File: src/rtl/core/erhs_pkg.sv
// ----------------------------------------------------------------------------
// erhs_pkg: shared types and constants for the exclusion ring hop step
// Item layouts, codes, sequencer states and control structs.
// ----------------------------------------------------------------------------
package erhs_pkg;

  localparam int MAX_SITES_DEF     = 128;
  localparam int MAX_PARTICLES_DEF = 16;

  localparam int KIND_W   = 2;
  localparam int INDEX_W  = 7;
  localparam int TRAP_W   = 32;
  localparam int VAR_W    = 16;
  localparam int CLOCK_W  = 48;
  localparam int TALLY_W  = 32;
  localparam int CHOSEN_W = 4;
  localparam int POS_W    = 7;
  localparam int WAIT_W   = 40;
  localparam int PROD_W   = TRAP_W + VAR_W;
  localparam int VAR_FRAC = 12;
  localparam int ALU_W    = CLOCK_W;

  localparam int CFG_IDX_W  = 1;
  localparam int CFG_DATA_W = 8;
  localparam int RING_W     = 8;
  localparam int PCOUNT_W   = 5;

  localparam logic [RING_W-1:0]   RING_SIZE_RST = 8'd100;
  localparam logic [PCOUNT_W-1:0] PCOUNT_RST    = 5'd10;

  localparam logic [CFG_IDX_W-1:0] REG_RING_SIZE      = 1'd0;
  localparam logic [CFG_IDX_W-1:0] REG_PARTICLE_COUNT = 1'd1;

  localparam logic [KIND_W-1:0] KIND_LOAD  = 2'd0;
  localparam logic [KIND_W-1:0] KIND_STEP  = 2'd1;
  localparam logic [KIND_W-1:0] KIND_SEED  = 2'd2;
  localparam logic [KIND_W-1:0] KIND_CLEAR = 2'd3;

  localparam logic signed [TALLY_W-1:0] TALLY_MAX = 32'sh7FFF_FFFF;
  localparam logic signed [TALLY_W-1:0] TALLY_MIN = 32'sh8000_0000;

  typedef struct packed {
    logic [KIND_W-1:0]  kind;
    logic [INDEX_W-1:0] index;
    logic [TRAP_W-1:0]  trap_value;
    logic               direction;
    logic [VAR_W-1:0]   variate;
  } in_item_t;

  typedef struct packed {
    logic [CLOCK_W-1:0]        elapsed_time;
    logic signed [TALLY_W-1:0] net_current;
    logic [CHOSEN_W-1:0]       chosen_particle;
    logic [POS_W-1:0]          new_position;
    logic                      hopped;
  } out_item_t;

  typedef enum logic [0:0] {
    ALU_ADD,
    ALU_SUB
  } alu_op_t;

  typedef enum logic [3:0] {
    ST_IDLE,
    ST_MIN,
    ST_CLK,
    ST_SUB,
    ST_POS,
    ST_HOP,
    ST_TRAP,
    ST_MUL,
    ST_WRW,
    ST_DONE
  } state_t;

  typedef struct packed {
    logic              accept;
    logic [KIND_W-1:0] kind;
    logic              seed_ok;
    logic              cnt_last;
    logic              out_free;
  } stat_t;

  typedef struct packed {
    logic ready;
    logic min_en;
    logic clk_en;
    logic sub_en;
    logic pos_en;
    logic hop_en;
    logic trap_rd;
    logic mul_en;
    logic wr_en;
    logic out_load;
  } ctrl_t;

endpackage

File: src/rtl/core/erhs_trap_mem.sv
// ----------------------------------------------------------------------------
// erhs_trap_mem: per-site trap time store
// One write port, one registered read port. Contents undefined until written.
// ----------------------------------------------------------------------------
module erhs_trap_mem #(
  parameter int DEPTH = erhs_pkg::MAX_SITES_DEF,
  parameter int AW    = $clog2(DEPTH)
) (
  input  logic                        clk,
  input  logic                        we,
  input  logic [AW-1:0]               waddr,
  input  logic [erhs_pkg::TRAP_W-1:0] wdata,
  input  logic                        re,
  input  logic [AW-1:0]               raddr,
  output logic [erhs_pkg::TRAP_W-1:0] rdata
);

  logic [erhs_pkg::TRAP_W-1:0] mem [DEPTH];

  always_ff @(posedge clk) begin
    if (we) begin
      mem[waddr] <= wdata;
    end
  end

  always_ff @(posedge clk) begin
    if (re) begin
      rdata <= mem[raddr];
    end
  end

endmodule

File: config.mk
export PLATFORM = sky130hd
export DESIGN_NAME = erhs_trap_mem
export DESIGN_NICKNAME = d
export VERILOG_FILES = /design/src/rtl/core/erhs_pkg.sv /design/src/rtl/core/erhs_trap_mem.sv
export SDC_FILE = /design/constraint.sdc
export NUM_CORES = 2
export LEC_CHECK = 0
export BUFFER_PORTS_ARGS = -buffer_cell sky130_fd_sc_hd__buf_2
export CAP_MARGIN = 25
export CORE_ASPECT_RATIO = 1.25
export CORE_MARGIN = 1.5
export CORE_UTILIZATION = 50
export DETAILED_ROUTE_END_ITERATION = 6
export PLACE_DENSITY = 0.65
export SLEW_MARGIN = 5
export SYNTH_ARGS = -nofsm -noshare
export SYNTH_HDL_FRONTEND = slang
export SYNTH_SLANG_ARGS = --single-unit
File: constraint.sdc
create_clock -name clk -period 5 [get_ports clk]
set_clock_uncertainty 0.05 [all_clocks]
set_input_delay 0.25 -clock clk [delete_from_list [all_inputs] [get_ports clk]]
set_output_delay 0.25 -clock clk [all_outputs]
set_load 0.1 [all_outputs]
==> key figures <==
Place
  • IO buf count: 80
  • Cell Count Post-Placement: 10259
  • GPL Wtd Cong: 0.853
  • HPWL Detailed: 251000 µm

STA
  • Final period util: 61.8%
  • Setup TNS Final: 0 ns
  • Least-Margin Pin Slew: 1.13 ns
  • Hold Fails Final Rpt: 0
  • Tmin final: 3.09 ns
  • Setup violations, final: 0
  • Slew Limit Fails: 0
  • RSZ-0062 raised after global routing: no
  • Slew headroom: 24.4%
  • FMAX: 324 MHz

Die
  • Core Area: 311000 µm²
  • Row cnt: 229
  • Die Area: 317000 µm²
  • Initial Utilization: 50.3%
  • Chip Width: 504 µm
  • Die H: 629 µm
  • Io pins: 81

Clocking
  • Post-CTS Setup Inserts: 0
  • TritonCTS Buffers: 387
  • CTS Root Cell: clkbuf_16
  • Clock Latency Late Sink: 0.94 ns
  • Clock sinks: 4128
  • CTS Buffer Depth: 4
  • CTS tree: built
  • H-tree lvl count: 5
  • Worst-path clk slew: 0.06 ns

Critical path
  • Crit path DAT: 3.69 ns
  • Worst-path fanout max: 59
  • R2r endpoint: rdata[24]$_DFFE_PP_
  • Req. time, crit path: 5.61 ns
  • Worst Setup Path Type: input pin to register
  • Worst Setup End Kind: register
  • R2r startpoint: mem[67][24]$_DFFE_PP_
  • R2r setup slk: 2.15 ns
  • Crit path launch type: input pin
  • Worst R2R Path Depth: 4

Layout
  • # fillers: 21898
  • Area growth syn-to-layout: 14.0%
  • Layout cell share with drive strength beyond 1: 36.6%
  • Final nets: 6576
  • Fin cells: 11071
  • Commonest cells after routing, fill and taps aside: 4128 x edfxtp_1, 1344 x mux4_2, 396 x clkbuf_16, 328 x buf_4, 119 x nor2_4
  • Commonest non-fill, non-tap cell in the layout: edfxtp_1

GRT
  • Vias in the first global route: 71894
  • GRT Util Overall: 27.0%
  • Grt ovf: 0
  • Largest net degree at the start of global routing: 87
  • Antenna violations before repair: 73
  • Global-route wire length before repair: 584000 µm

Synthesis
  • Flops & latches, synth: 4128
  • Synthesized Nets: 6039
  • Post-synth top area cell: edfxtp_1
  • Synthesized area per cell: 26.1 µm²
  • Top post-synthesis cells by area: edfxtp_1 79%, mux4_2 19%, clkbuf_1 0.44%
  • Sequential fraction of the synthesis area: 79.2%
  • Yosys Warn Count: 0
  • Synth unique cells: 16
  • Mapped Cells: 5990
  • Top cell type's share of synthesized area: 79.2%
  • Synthesized area: 157000 µm²

Hold path
  • Hold Crit Class: input pin to register
  • WHS Endpoint: mem[123][25]$_DFFE_PP_
  • Hold Path Depth: 4
  • HP Start: waddr[3]

Drt
  • Routed wire length per instance: 38.3 µm
  • DRC: 0
  • 1st-pass router iterations: 5
  • Drt initial violations: 10532
  • Vias: 71354
  • Total Wirelength: 424000 µm
  • Via density: 6.45
  • ANT nets after route: 0

Pwr
  • Power per cell area: 403 nW/µm²
  • VDD IR max: 0.287 mV
  • LEAKAGE: 0.0547 µW

Job
  • Max cap viols: 0

Outcome
  • Status: finished, final reports clean
==> how the worst max path moves through the flow <==
stage / from / end / slack (ns) / cells past startpoint
global placement: raddr[0] / rdata[12]$_DFFE_PP_ / 0.96 / 7
finish: raddr[0] / rdata[12]$_DFFE_PP_ / 1.91 / 7
CTS: raddr[0] / rdata[12]$_DFFE_PP_ / 1.95 / 7
floorplan: we / mem[98][0]$_DFFE_PP_ / 1.46 / 3
global route: raddr[0] / rdata[11]$_DFFE_PP_ / 1.85 / 7
detailed placement: raddr[0] / rdata[12]$_DFFE_PP_ / 0.98 / 7
==> per-layer routing <==
layer / up-vias / track usage (%) / share of wire [%] / wire [µm]
met5: - / 0 / 0.052 / 219
met4: 32 / 11.9 / 4.9 / 20700
met3: 691 / 5.52 / 9.6 / 40600
met2: 3794 / 43.9 / 50 / 212000
met1: 39266 / 35.4 / 36 / 151000
li1: 27571 / - / - / -
==> report_power, final <==
| part | leakage [µW] | switching, µW | total (µW) | internal (µW) |
|---|---|---|---|---|
| registers | 0.0371 | 131 | 38400 | 38200 |
| logic | 0.0114 | 2590 | 4040 | 1450 |
| clock network | 0.00615 | 12700 | 29600 | 16900 |
| total | 0.0547 | 15400 | 72000 | 56500 |
==> repair_timing <==
action | 4_1_cts | 5_1_grt
gates resized for setup | 0 | 0
hold buffers | 34 | 0
hold endpoints to repair | 1853 | 0
==> sequential cells by signal, summed over array words and instances, names as in the netlist <==
signal	flops
rdata	32
mem	4096
==> cell families (layout without fill, tap and decap cells) <==
logic type,Yosys count,in the layout,share of synthesized area (%)
muxes,1376,1376,19.6
buffers and inverters,316,1163,0.837
other,0,76,0
and+or+nand+nor,170,170,0.445
DFF,4128,4128,79.2
==> metrics by stage <==
step                      hold slack [ns]  util [%]  total power, µW  worst slack, ns  instance area, µm²
after global routing               0.0568      57.3            73600             1.85              178000
after CTS                         0.00527      57.2            72300             1.95              178000
after global placement              0.688      53.0            43100            0.964              165000
after detailed placement            0.711      53.1            43100            0.980              165000
after floorplan                     0.299         -            41100             1.46              157000
final                              0.0716      57.3            72000             1.91              178000
==> final cells by class <==
class                      instances  area (µm²)  share of cell area, %
tap                             4158        5200                   2.92
sequential                      4128      124000                   69.5
clock inverter                   249        2480                   1.39
clock buffer                     450       10100                   5.67
multi-input combinational       1546       32300                   18.1
antenna                           76         190                  0.107
timing repair buffer             464        4210                   2.36
==> worst max-delay path, stage by stage <==
cell    delay, ns
buf_12       0.50
buf_12       0.36
buf_4        0.27
mux4_2       0.51
mux4_2       0.72
mux4_2       0.63
mux2_2       0.29
==> Yosys cell counts, drive strengths merged <==
cell type / n
buf: 134
nand4: 3
nor2: 122
nand2: 14
nor2b: 7
clkbuf: 182
mux4: 1344
or3: 1
edfxtp: 4128
nand2b: 2
nor3: 9
nand3: 12
mux2: 32
(Power assumes the default switching activity.)
