## src/rtl/core/erhs_pkg.sv

```systemverilog
// ----------------------------------------------------------------------------
// erhs_pkg: shared types and constants for the exclusion ring hop step
// Item layouts, codes, sequencer states and control structs.
// ----------------------------------------------------------------------------
package erhs_pkg;

  localparam int MAX_SITES_DEF     = 128;
  localparam int MAX_PARTICLES_DEF = 16;

  localparam int KIND_W   = 2;
  localparam int INDEX_W  = 7;
  localparam int TRAP_W   = 32;
  localparam int VAR_W    = 16;
  localparam int CLOCK_W  = 48;
  localparam int TALLY_W  = 32;
  localparam int CHOSEN_W = 4;
  localparam int POS_W    = 7;
  localparam int WAIT_W   = 40;
  localparam int PROD_W   = TRAP_W + VAR_W;
  localparam int VAR_FRAC = 12;
  localparam int ALU_W    = CLOCK_W;

  localparam int CFG_IDX_W  = 1;
  localparam int CFG_DATA_W = 8;
  localparam int RING_W     = 8;
  localparam int PCOUNT_W   = 5;

  localparam logic [RING_W-1:0]   RING_SIZE_RST = 8'd100;
  localparam logic [PCOUNT_W-1:0] PCOUNT_RST    = 5'd10;

  localparam logic [CFG_IDX_W-1:0] REG_RING_SIZE      = 1'd0;
  localparam logic [CFG_IDX_W-1:0] REG_PARTICLE_COUNT = 1'd1;

  localparam logic [KIND_W-1:0] KIND_LOAD  = 2'd0;
  localparam logic [KIND_W-1:0] KIND_STEP  = 2'd1;
  localparam logic [KIND_W-1:0] KIND_SEED  = 2'd2;
  localparam logic [KIND_W-1:0] KIND_CLEAR = 2'd3;

  localparam logic signed [TALLY_W-1:0] TALLY_MAX = 32'sh7FFF_FFFF;
  localparam logic signed [TALLY_W-1:0] TALLY_MIN = 32'sh8000_0000;

  typedef struct packed {
    logic [KIND_W-1:0]  kind;
    logic [INDEX_W-1:0] index;
    logic [TRAP_W-1:0]  trap_value;
    logic               direction;
    logic [VAR_W-1:0]   variate;
  } in_item_t;

  typedef struct packed {
    logic [CLOCK_W-1:0]        elapsed_time;
    logic signed [TALLY_W-1:0] net_current;
    logic [CHOSEN_W-1:0]       chosen_particle;
    logic [POS_W-1:0]          new_position;
    logic                      hopped;
  } out_item_t;

  typedef enum logic [0:0] {
    ALU_ADD,
    ALU_SUB
  } alu_op_t;

  typedef enum logic [3:0] {
    ST_IDLE,
    ST_MIN,
    ST_CLK,
    ST_SUB,
    ST_POS,
    ST_HOP,
    ST_TRAP,
    ST_MUL,
    ST_WRW,
    ST_DONE
  } state_t;

  typedef struct packed {
    logic              accept;
    logic [KIND_W-1:0] kind;
    logic              seed_ok;
    logic              cnt_last;
    logic              out_free;
  } stat_t;

  typedef struct packed {
    logic ready;
    logic min_en;
    logic clk_en;
    logic sub_en;
    logic pos_en;
    logic hop_en;
    logic trap_rd;
    logic mul_en;
    logic wr_en;
    logic out_load;
  } ctrl_t;

endpackage

```

## src/rtl/core/erhs_alu.sv

```systemverilog
// ----------------------------------------------------------------------------
// erhs_alu: shared add/subtract unit
// Carry out on add, borrow out on subtract.
// ----------------------------------------------------------------------------
module erhs_alu #(
  parameter int W = erhs_pkg::ALU_W
) (
  input  erhs_pkg::alu_op_t op,
  input  logic [W-1:0]      a,
  input  logic [W-1:0]      b,
  output logic [W-1:0]      res,
  output logic              carry
);

  logic [W:0] sum;

  always_comb begin
    unique case (op)
      erhs_pkg::ALU_ADD: sum = {1'b0, a} + {1'b0, b};
      erhs_pkg::ALU_SUB: sum = {1'b0, a} - {1'b0, b};
      default:           sum = '0;
    endcase
  end

  assign res   = sum[W-1:0];
  assign carry = sum[W];

endmodule

```

## config.mk

```make
export PLATFORM = sky130hd
export DESIGN_NAME = erhs_alu
export DESIGN_NICKNAME = d
export VERILOG_FILES = /design/src/rtl/core/erhs_pkg.sv /design/src/rtl/core/erhs_alu.sv
export SDC_FILE = /design/constraint.sdc
export NUM_CORES = 1
export LEC_CHECK = 0
export BUFFER_PORTS_ARGS = -buffer_cell sky130_fd_sc_hd__clkbuf_2
export CAP_MARGIN = 15
export CORE_AREA = 2 2 95 97
export DETAILED_ROUTE_END_ITERATION = 8
export DIE_AREA = 0 0 97 99
export PLACE_DENSITY_LB_ADDON = 0.1
export SLEW_MARGIN = 20
export SYNTH_ARGS = -nofsm -noshare
export SYNTH_HDL_FRONTEND = slang
export SYNTH_SLANG_ARGS = --single-unit
```

## constraint.sdc

```tcl
create_clock -name vclk -period 5.6
set_clock_uncertainty 0.2 [all_clocks]
set_input_delay 0.84 -clock vclk [all_inputs]
set_output_delay 0.84 -clock vclk [all_outputs]
set_load 0.005 [all_outputs]
```

==> results.py <==
metrics = {
    "synth": {
        "synthSimpleGateAreaFrac_pct": 27.8,
        "synth_compound_area_share_pct": 32.5,
        "muxShareOfSynthArea_pct": 0.495,
        "synth_area_sq_um": 4050,
        "synth_area_per_cell_sq_um": 6.59,
        "synth_cell_types": 66,
        "syn_nets": 761,
        "synth-xor-area-share_pct": 18.8,
        "synth_adder_area_share_pct": 15.7,
        "ys_seq_area_share_pct": 0,
        "synth_top_family_by_area": "compound AO/OA/AOI/OAI gates",
        "synth_warnings": 0,
        "synthCells": 614,
    },
    "outcome": {
        "status": "finished with violations",
        "violations": "negative setup slack",
    },
    "sta": {
        "layout_min_cycle_time_ns": 5.95,
        "max_slew.worst_pin.slew_ns": 0.694,
        "rsz0062_at_grt": "yes",
        "setup_viol": 16,
        "slew_violations": 0,
        "clock.fmax_mhz": 168,
        "fin_crit_sh_pct": 106,
        "relSlewSlack_pct": 53.3,
        "finalHoldViolations": 0,
        "fin_ws_ns": -0.348,
    },
    "min_path": {
        "min_path_type": "input pin to output port",
        "hold_path_startpoint": "a[0]",
        "hold_depth": 5,
        "hold_end": "res[0]",
    },
    "global_routing": {
        "grt_overflow": 0,
        "antenna_found_initial": 0,
        "grt_pass1_wl_um": 25100,
        "grt_pass1_vias": 5453,
        "grt_max_degree": 24,
        "grtUsageTotal_pct": 30.7,
    },
    "floorplanning": {
        "initial_core_util_pct": 47.3,
        "std_cell_rows": 34,
        "coreArea_sq_um": 8550,
        "die_x_um": 97,
        "dieArea_sq_um": 9600,
        "die_h_um": 99,
        "pin_count": 146,
    },
    "cts": {
        "postCtsHoldBufs": 0,
    },
    "setup_path": {
        "cpPeakStageDelay_ns": 0.54,
        "critical_path_class": "input pin to output port",
        "endpoint_kind": "output port",
        "cp.arrival_ns": 4.91,
        "cp-start-kind": "input pin",
        "cpLargestDelayFamily": "simple AND/OR/NAND/NOR gates",
        "crit_buf_inv": 7,
        "crit_slowest_cell": "or4_4",
        "cp_cell_sequence": "buf_6 > or4_4 > or3_4 > nor3_4 > buf_4 > buf_6 > a21oi_2 > xnor2_1 > ha_1 > buf_6 > nand2_1 > nor2_4 > o21ai_1 > a31oi_1 > buf_4 > o41ai_4 > o41ai_4 > buf_4 > a211oi_2 > xor2_1 > buf_2",
        "cp.required_ns": 4.56,
        "crit_fanout": 5,
    },
    "placed_design": {
        "dpl_cell_area_sq_um": 5860,
        "io_buffers": 146,
        "post-dp-hpwl_um": 13000,
        "place_congestion": 1.08,
    },
    "job": {
        "cap_violations": 0,
    },
    "finish": {
        "syn_to_final_growth_pct": 67.6,
        "seq_area_sq_um": 0,
        "clock_buffer_count": 0,
        "nFillCells": 607,
        "seq_cell_count": 0,
        "nNetsFinal": 1056,
        "antenna_cells": 0,
        "layout-drive-gt1-share_pct": 47.6,
        "fin_area_sq_um": 6780,
        "fin_util_pct": 79.3,
    },
    "routing": {
        "wire_per_inst_um": 17.2,
        "routed_wl_um": 17500,
        "first_pass_iters": 5,
        "vias": 6020,
        "drt_iter0_drc": 377,
        "vias_per_cell": 5.93,
        "postRouteAntennaNets": 0,
        "drc": 0,
    },
    "power": {
        "total_power_w": 0.00116,
        "vdd_drop_max_uv": 99.3,
        "leakage_nw": 3.27,
        "p_per_area_nw_per_um2": 171,
    },
}
[per-stage QoR]
stage / worst slack (ns) / instances / hold slack, ns / setup TNS [ns]
finish: -0.348 / 1015 / 1.87 / -2.51
floorplan: 0.00845 / 614 / 1.61 / 0
detailed placement: -0.360 / 980 / 1.87 / -3.59
global placement: -0.303 / 980 / 1.85 / -2.37
CTS: -0.128 / 991 / 1.87 / -0.586
global route: -0.452 / 1015 / 1.90 / -4.96
[worst max path at each step]
stage,from,to,slack [ns],cells past startpoint
6_report,b[10],carry,-0.35,21
2_1_floorplan,b[10],res[46],0.008,17
3_5_place_dp,b[10],res[47],-0.36,20
5_1_grt,b[10],carry,-0.45,21
3_3_place_gp,b[10],res[47],-0.30,20
4_1_cts,b[10],res[42],-0.13,16
[Yosys cell counts (12+ instances only)]
| library cell | n | area [sq um] |
|---|---|---|
| o21bai_1 | 12 | 90.1 |
| xnor2_1 | 69 | 604 |
| ha_1 | 49 | 613 |
| nand3_1 | 12 | 60.1 |
| nor3_1 | 24 | 120 |
| a31oi_1 | 18 | 113 |
| a21o_1 | 21 | 158 |
| xor2_1 | 18 | 158 |
| inv_1 | 22 | 82.6 |
| nand2_1 | 46 | 173 |
| o21ai_0 | 30 | 150 |
| nand4_1 | 15 | 93.8 |
| a21oi_1 | 82 | 410 |
| nor2_1 | 69 | 259 |
| clkbuf_1 | 22 | 82.6 |
[placed cells by master (no fill, tap or decap), types with 11 or more instances in the layout]
cell	Yosys	layout
clkbuf_2	0	132
xor2_1	18	18
nor2_1	69	60
nand3_1	12	11
buf_2	3	13
buf_4	0	156
xnor2_1	69	64
inv_1	22	21
a21oi_1	82	62
a31oi_1	18	14
nand4_1	15	15
nor3_1	24	20
buf_6	0	20
a21oi_2	0	19
nand2_1	46	38
ha_1	49	46
o21ai_1	2	11
o21ai_0	30	12
a21o_1	21	21
[area by class of cell]
type                            count  area [sq um]  share of cell area (%)
Multi-Input combinational cell    564          4440                    65.5
Timing Repair Buffer              321          2120                    31.3
Tap cell                          108           135                    1.99
Inverter                           22          82.6                    1.22
[report_power, final]
| part | internal, W | switching (W) |
|---|---|---|
| Combinational | 0.000571 | 0.000592 |
| Sequential | 0 | 0 |
| Clock | 0 | 0 |
| Total | 0.000571 | 0.000592 |
[worst min-delay path, stage by stage]
cell and delay (ns):
clkbuf_2 0.08, inv_1 0.04, ha_1 0.13, inv_1 0.04, clkbuf_2 0.10
[per-layer routing]
| metal | vias up | share of wire [%] | GRT usage, % |
|---|---|---|---|
| li1 | 2844 | - | - |
| met1 | 2757 | 41 | 41.3 |
| met2 | 341 | 46 | 53.3 |
| met3 | 78 | 8.4 | 2.41 |
| met4 | 0 | 4.4 | 7.80 |
| met5 | - | 0 | 0 |
[cell families (layout without fill, tap and decap cells)]
| group | after synthesis | after routing |
|---|---|---|
| fa+ha+maj | 50 | 50 |
| buf+inv | 50 | 343 |
| xor+xnor | 87 | 87 |
| compound gates | 205 | 205 |
| simple gates | 220 | 220 |
| mux | 2 | 2 |
[what timing repair did]
action,CTS,global route
buffers inserted,12,26
pin swaps,33,61
gates resized for setup,62,107
hold endpoints to repair,0,0
endpoints found under the setup margin,17,21
(Power assumes the default switching activity.)
