--- src/rtl/core/erhs_pkg.sv ---
// ----------------------------------------------------------------------------
// erhs_pkg: shared types and constants for the exclusion ring hop step
// Item layouts, codes, sequencer states and control structs.
// ----------------------------------------------------------------------------
package erhs_pkg;

  localparam int MAX_SITES_DEF     = 128;
  localparam int MAX_PARTICLES_DEF = 16;

  localparam int KIND_W   = 2;
  localparam int INDEX_W  = 7;
  localparam int TRAP_W   = 32;
  localparam int VAR_W    = 16;
  localparam int CLOCK_W  = 48;
  localparam int TALLY_W  = 32;
  localparam int CHOSEN_W = 4;
  localparam int POS_W    = 7;
  localparam int WAIT_W   = 40;
  localparam int PROD_W   = TRAP_W + VAR_W;
  localparam int VAR_FRAC = 12;
  localparam int ALU_W    = CLOCK_W;

  localparam int CFG_IDX_W  = 1;
  localparam int CFG_DATA_W = 8;
  localparam int RING_W     = 8;
  localparam int PCOUNT_W   = 5;

  localparam logic [RING_W-1:0]   RING_SIZE_RST = 8'd100;
  localparam logic [PCOUNT_W-1:0] PCOUNT_RST    = 5'd10;

  localparam logic [CFG_IDX_W-1:0] REG_RING_SIZE      = 1'd0;
  localparam logic [CFG_IDX_W-1:0] REG_PARTICLE_COUNT = 1'd1;

  localparam logic [KIND_W-1:0] KIND_LOAD  = 2'd0;
  localparam logic [KIND_W-1:0] KIND_STEP  = 2'd1;
  localparam logic [KIND_W-1:0] KIND_SEED  = 2'd2;
  localparam logic [KIND_W-1:0] KIND_CLEAR = 2'd3;

  localparam logic signed [TALLY_W-1:0] TALLY_MAX = 32'sh7FFF_FFFF;
  localparam logic signed [TALLY_W-1:0] TALLY_MIN = 32'sh8000_0000;

  typedef struct packed {
    logic [KIND_W-1:0]  kind;
    logic [INDEX_W-1:0] index;
    logic [TRAP_W-1:0]  trap_value;
    logic               direction;
    logic [VAR_W-1:0]   variate;
  } in_item_t;

  typedef struct packed {
    logic [CLOCK_W-1:0]        elapsed_time;
    logic signed [TALLY_W-1:0] net_current;
    logic [CHOSEN_W-1:0]       chosen_particle;
    logic [POS_W-1:0]          new_position;
    logic                      hopped;
  } out_item_t;

  typedef enum logic [0:0] {
    ALU_ADD,
    ALU_SUB
  } alu_op_t;

  typedef enum logic [3:0] {
    ST_IDLE,
    ST_MIN,
    ST_CLK,
    ST_SUB,
    ST_POS,
    ST_HOP,
    ST_TRAP,
    ST_MUL,
    ST_WRW,
    ST_DONE
  } state_t;

  typedef struct packed {
    logic              accept;
    logic [KIND_W-1:0] kind;
    logic              seed_ok;
    logic              cnt_last;
    logic              out_free;
  } stat_t;

  typedef struct packed {
    logic ready;
    logic min_en;
    logic clk_en;
    logic sub_en;
    logic pos_en;
    logic hop_en;
    logic trap_rd;
    logic mul_en;
    logic wr_en;
    logic out_load;
  } ctrl_t;

endpackage

--- src/rtl/core/erhs_fsm.sv ---
// ----------------------------------------------------------------------------
// erhs_fsm: step sequencer
// Walks a step through the minimum search, clock update, subtract sweep, hop and redraw.
// ----------------------------------------------------------------------------
module erhs_fsm (
  input  logic            clk,
  input  logic            rst,
  input  erhs_pkg::stat_t stat,
  output erhs_pkg::ctrl_t ctrl
);

  erhs_pkg::state_t state;
  erhs_pkg::state_t state_next;

  always_ff @(posedge clk) begin
    if (rst) begin
      state <= erhs_pkg::ST_IDLE;
    end else begin
      state <= state_next;
    end
  end

  always_comb begin
    state_next = state;
    unique case (state)
      erhs_pkg::ST_IDLE: begin
        if (stat.accept) begin
          unique case (stat.kind)
            erhs_pkg::KIND_STEP: state_next = erhs_pkg::ST_MIN;
            erhs_pkg::KIND_SEED:
              state_next = stat.seed_ok ? erhs_pkg::ST_POS : erhs_pkg::ST_DONE;
            default: state_next = erhs_pkg::ST_DONE;
          endcase
        end
      end
      erhs_pkg::ST_MIN: if (stat.cnt_last) state_next = erhs_pkg::ST_CLK;
      erhs_pkg::ST_CLK: state_next = erhs_pkg::ST_SUB;
      erhs_pkg::ST_SUB: if (stat.cnt_last) state_next = erhs_pkg::ST_POS;
      erhs_pkg::ST_POS:
        state_next = (stat.kind == erhs_pkg::KIND_STEP) ? erhs_pkg::ST_HOP
                                                        : erhs_pkg::ST_TRAP;
      erhs_pkg::ST_HOP:  state_next = erhs_pkg::ST_TRAP;
      erhs_pkg::ST_TRAP: state_next = erhs_pkg::ST_MUL;
      erhs_pkg::ST_MUL:  state_next = erhs_pkg::ST_WRW;
      erhs_pkg::ST_WRW:  state_next = erhs_pkg::ST_DONE;
      erhs_pkg::ST_DONE: if (stat.out_free) state_next = erhs_pkg::ST_IDLE;
      default:           state_next = erhs_pkg::ST_IDLE;
    endcase
  end

  always_comb begin
    ctrl          = '0;
    ctrl.ready    = (state == erhs_pkg::ST_IDLE);
    ctrl.min_en   = (state == erhs_pkg::ST_MIN);
    ctrl.clk_en   = (state == erhs_pkg::ST_CLK);
    ctrl.sub_en   = (state == erhs_pkg::ST_SUB);
    ctrl.pos_en   = (state == erhs_pkg::ST_POS);
    ctrl.hop_en   = (state == erhs_pkg::ST_HOP);
    ctrl.trap_rd  = (state == erhs_pkg::ST_TRAP);
    ctrl.mul_en   = (state == erhs_pkg::ST_MUL);
    ctrl.wr_en    = (state == erhs_pkg::ST_WRW);
    ctrl.out_load = (state == erhs_pkg::ST_DONE) && stat.out_free;
  end

endmodule

--- config.mk ---
export PLATFORM = sky130hd
export DESIGN_NAME = erhs_fsm
export DESIGN_NICKNAME = d
export VERILOG_FILES = /design/src/rtl/core/erhs_pkg.sv /design/src/rtl/core/erhs_fsm.sv
export SDC_FILE = /design/constraint.sdc
export NUM_CORES = 1
export LEC_CHECK = 0
export ABC_CLOCK_PERIOD_IN_PS = 1700
export BUFFER_PORTS_ARGS = -buffer_cell sky130_fd_sc_hd__buf_2
export CAP_MARGIN = 10
export CELL_PAD_IN_SITES_DETAIL_PLACEMENT = 0
export CELL_PAD_IN_SITES_GLOBAL_PLACEMENT = 1
export CORE_AREA = 2 2 41 43
export DETAILED_ROUTE_END_ITERATION = 10
export DIE_AREA = 0 0 43 45
export PLACE_DENSITY_LB_ADDON = 0.12
export SYNTH_ARGS = -nofsm -noshare
export SYNTH_HDL_FRONTEND = slang
export SYNTH_SLANG_ARGS = --single-unit
--- constraint.sdc ---
create_clock -name clk -period 1.7 [get_ports clk]
set_input_delay 0.34 -clock clk [delete_from_list [all_inputs] [get_ports clk]]
set_output_delay 0.34 -clock clk [all_outputs]
set_load 0.03 [all_outputs]
==> summary.txt <==
Worst setup path
  – Worst r2r dst: state[2]$_SDFFE_PP0P_
  – R2R Setup Slk: 0.19 ns
  – Data required time of the worst path: 1.36 ns
  – CP Capture Point: ctrl[9]
  – Crit-path max FO: 8
  – CP Launch Type: register
  – Crit path capture type: primary output
  – FF-to-FF Start: state[2]$_SDFFE_PP0P_
  – Arr. time, crit path: 1.29 ns
  – Critical path class: register to primary output
  – Cells on worst reg2reg path: 4
  – Critical path launch point: state[2]$_SDFFE_PP0P_

Synthesis
  – #FFs+latches synth: 4
  – Syn Std Cell Area: 427 sq um
  – Syn Nets: 69
  – Sequential-to-total area share from yosys stat: 18.8%
  – Netlist cell types: 27
  – Synthesized area per cell: 7.23 sq um
  – Share of the synthesized area in the top cell type: 18.8%
  – Top post-synthesis cells by area: dfxtp_1 19%, nor2_1 8.8%, nor3_1 8.2%
  – Synthesis Warnings: 0
  – Mapped Cells: 59
  – Yosys top cell by area: dfxtp_1

Clock network
  – Clock transition at the registers of the reported paths: 0.04 ns
  – Post-CTS Hold Buffers: 0
  – Worst-Skew Late Latency: 0.23 ns
  – Post-CTS setup buffers: 0
  – CTS tree: done
  – # clock sinks: 4
  – H-Tree Depth: 1
  – Max Root-Sink Buffers: 2
  – CTS buffer count: 3
  – CTS Root Buffer Type: clkbuf_4

Timing
  – Period minus WS final: 1.63 ns
  – Final hold slack: 0.347 ns
  – Max frequency: 0.612 GHz
  – Hold Vio Cnt, Final: 0
  – Clock skew: 0.000674 ns
  – Rel. slew slack: 80.4%
  – Slew Viols, Final: 0
  – Setup violators final: 0
  – Worst-margin pin slew: 0.286 ns
  – RSZ-0062 raised after global routing: true
  – Final Cycle Share: 96.1%

Detailed routing
  – Final ANT Viol Nets: 0
  – DR DRC count: 0
  – Wire length per cell: 11.0 um
  – Routed vias/inst: 4.83
  – DRT Wirelength: 1.03 mm
  – DR iter-0 viols: 3
  – DRT Pass-1 Iters: 2
  – DR vias: 454

Final layout
  – Area Overhead vs Synth: 32.8%
  – Most flops, register: state
  – Layout cells sized above 1: 38.5%
  – Max reg flops: 4
  – Top Registers: state (4)
  – Final instance area: 567 sq um
  – N_diodes: 0
  – Post-layout net count: 90
  – Fin cells: 94

GRT
  – Largest net degree at the start of global routing: 14
  – Global-route usage over all layers: 13.1%
  – Vias in the first global route: 439
  – Initial antenna violation count: 0
  – GR Overflow Total: 0
  – First-pass GRT wire length: 1.84 mm

Pwr
  – Total power: 0.00104 W
  – Comb pwr share: 65.0%
  – Switching power: 0.000512 W
  – P_leak: 0.280 nW
  – Clock power share: 11.2%
  – Power Dens Cells: 1830 nW/um^2
  – Cell Int Power: 0.000525 W
  – Sequential power share: 23.7%
  – Worst VDD drop: 0.773 mV
  – Sw Ratio: 49.4%

Die
  – Core Box Area: 1470 sq um
  – # IOs: 18
  – Row Count: 14
  – Starting density of the core: 29.0%
  – Die X: 43 um
  – Die height: 45 um
  – Die area: 1940 sq um

Hold path
  – Worst min path class: input pin to register

Run
  – Max-Cap Viols: 0

Placement
  – Gpl congestion: 0.704
  – # port buffers: 17
  – Placed cell count: 91
  – Placed inst area: 528 sq um
  – Post-detail-place hpwl: 820 um

Status
  – Status: finished clean
-- cell usage in the layout, fill, tap and decap left out, types with 2 or more instances in the layout --
cell      count
nand2b_1      4
nor3_1        7
nand2_1       4
ha_1          2
buf_2        13
dfxtp_2       3
clkbuf_4      3
a21oi_1       2
nor2_1       10
inv_1         4
buf_4         7
-- routing by layer --
layer | track usage (%) | vias up | routed length [um]
li1 | - | 245 | -
met1 | 16.3 | 197 | 486
met2 | 19.7 | 10 | 485
met3 | 2.40 | 2 | 38
met4 | 10.9 | 0 | 23
met5 | 0 | - | 0
-- synth_stat cells --
library cell  number
nor2_1            10
nor3_1             7
nand2b_1           5
dfxtp_1            4
inv_1              4
nand2_1            4
buf_2              3
a21oi_1            2
ha_1               2
a211oi_1           1
a21bo_1            1
a21boi_1           1
a31oi_1            1
a32o_1             1
buf_6              1
mux2i_1            1
nand3_1            1
nor2b_1            1
nor3_2             1
nor3b_1            1
nor4_2             1
nor4b_4            1
o21ai_0            1
o21ai_1            1
o21ba_1            1
o21bai_1           1
o31ai_1            1
-- per-stage QoR --
step                setup TNS (ns)  util [%]  worst slack, ns
floorplan                        0         -           0.0203
global placement                 0      35.9            0.130
detailed placement               0      35.9            0.171
CTS                              0      37.7          0.00220
global route               -0.0240      38.5          -0.0155
finish                           0      38.5           0.0661
-- what timing repair did --
action,CTS,global route
endpoints found under the hold margin,0,0
endpoints found under the setup margin,3,10
resized for setup,2,6
-- how the worst min path moves through the flow --
stage | end | from | slack [ns] | cells after the start
2_1_floorplan | state[0]$_SDFFE_PP0P_ | rst | 0.41 | 1
3_3_place_gp | state[0]$_SDFFE_PP0P_ | rst | 0.59 | 2
3_5_place_dp | state[0]$_SDFFE_PP0P_ | rst | 0.59 | 2
4_1_cts | state[3]$_SDFFE_PP0P_ | rst | 0.34 | 2
5_1_grt | state[0]$_SDFFE_PP0P_ | rst | 0.34 | 2
6_report | state[0]$_SDFFE_PP0P_ | rst | 0.35 | 2
-- critical path: stages (launching register included) --
cell     delay (ns)
dfxtp_1        0.39
buf_4          0.19
nor4_2         0.27
buf_4          0.22
-- power by group through the flow --
stage	combinational (W)	clock (W)	sequential, W
after floorplan	0.000576	0	0.000164
after detailed placement	0.000652	0	0.000235
after CTS	0.000657	0.000123	0.000237
after global routing	0.000745	0.000132	0.000258
final	0.000674	0.000117	0.000246
after global placement	0.000658	0	0.000235
-- cell type report --
cell class / instances / area [sq um]
clock buffers: 3 / 22.5
fillers: 180 / 905
inverters: 4 / 15.0
multi-input cells: 47 / 308
flip-flops and latches: 4 / 83.8
well taps: 16 / 20.0
repair buffers: 20 / 118
-- cells by family after synthesis --
kind of cell | share of synthesized area (%)
compound gates | 20.2
buf+inv | 9.68
fa+ha+maj | 5.86
flops | 18.8
simple gates | 43.1
mux | 2.35
(Power assumes the default switching activity.)
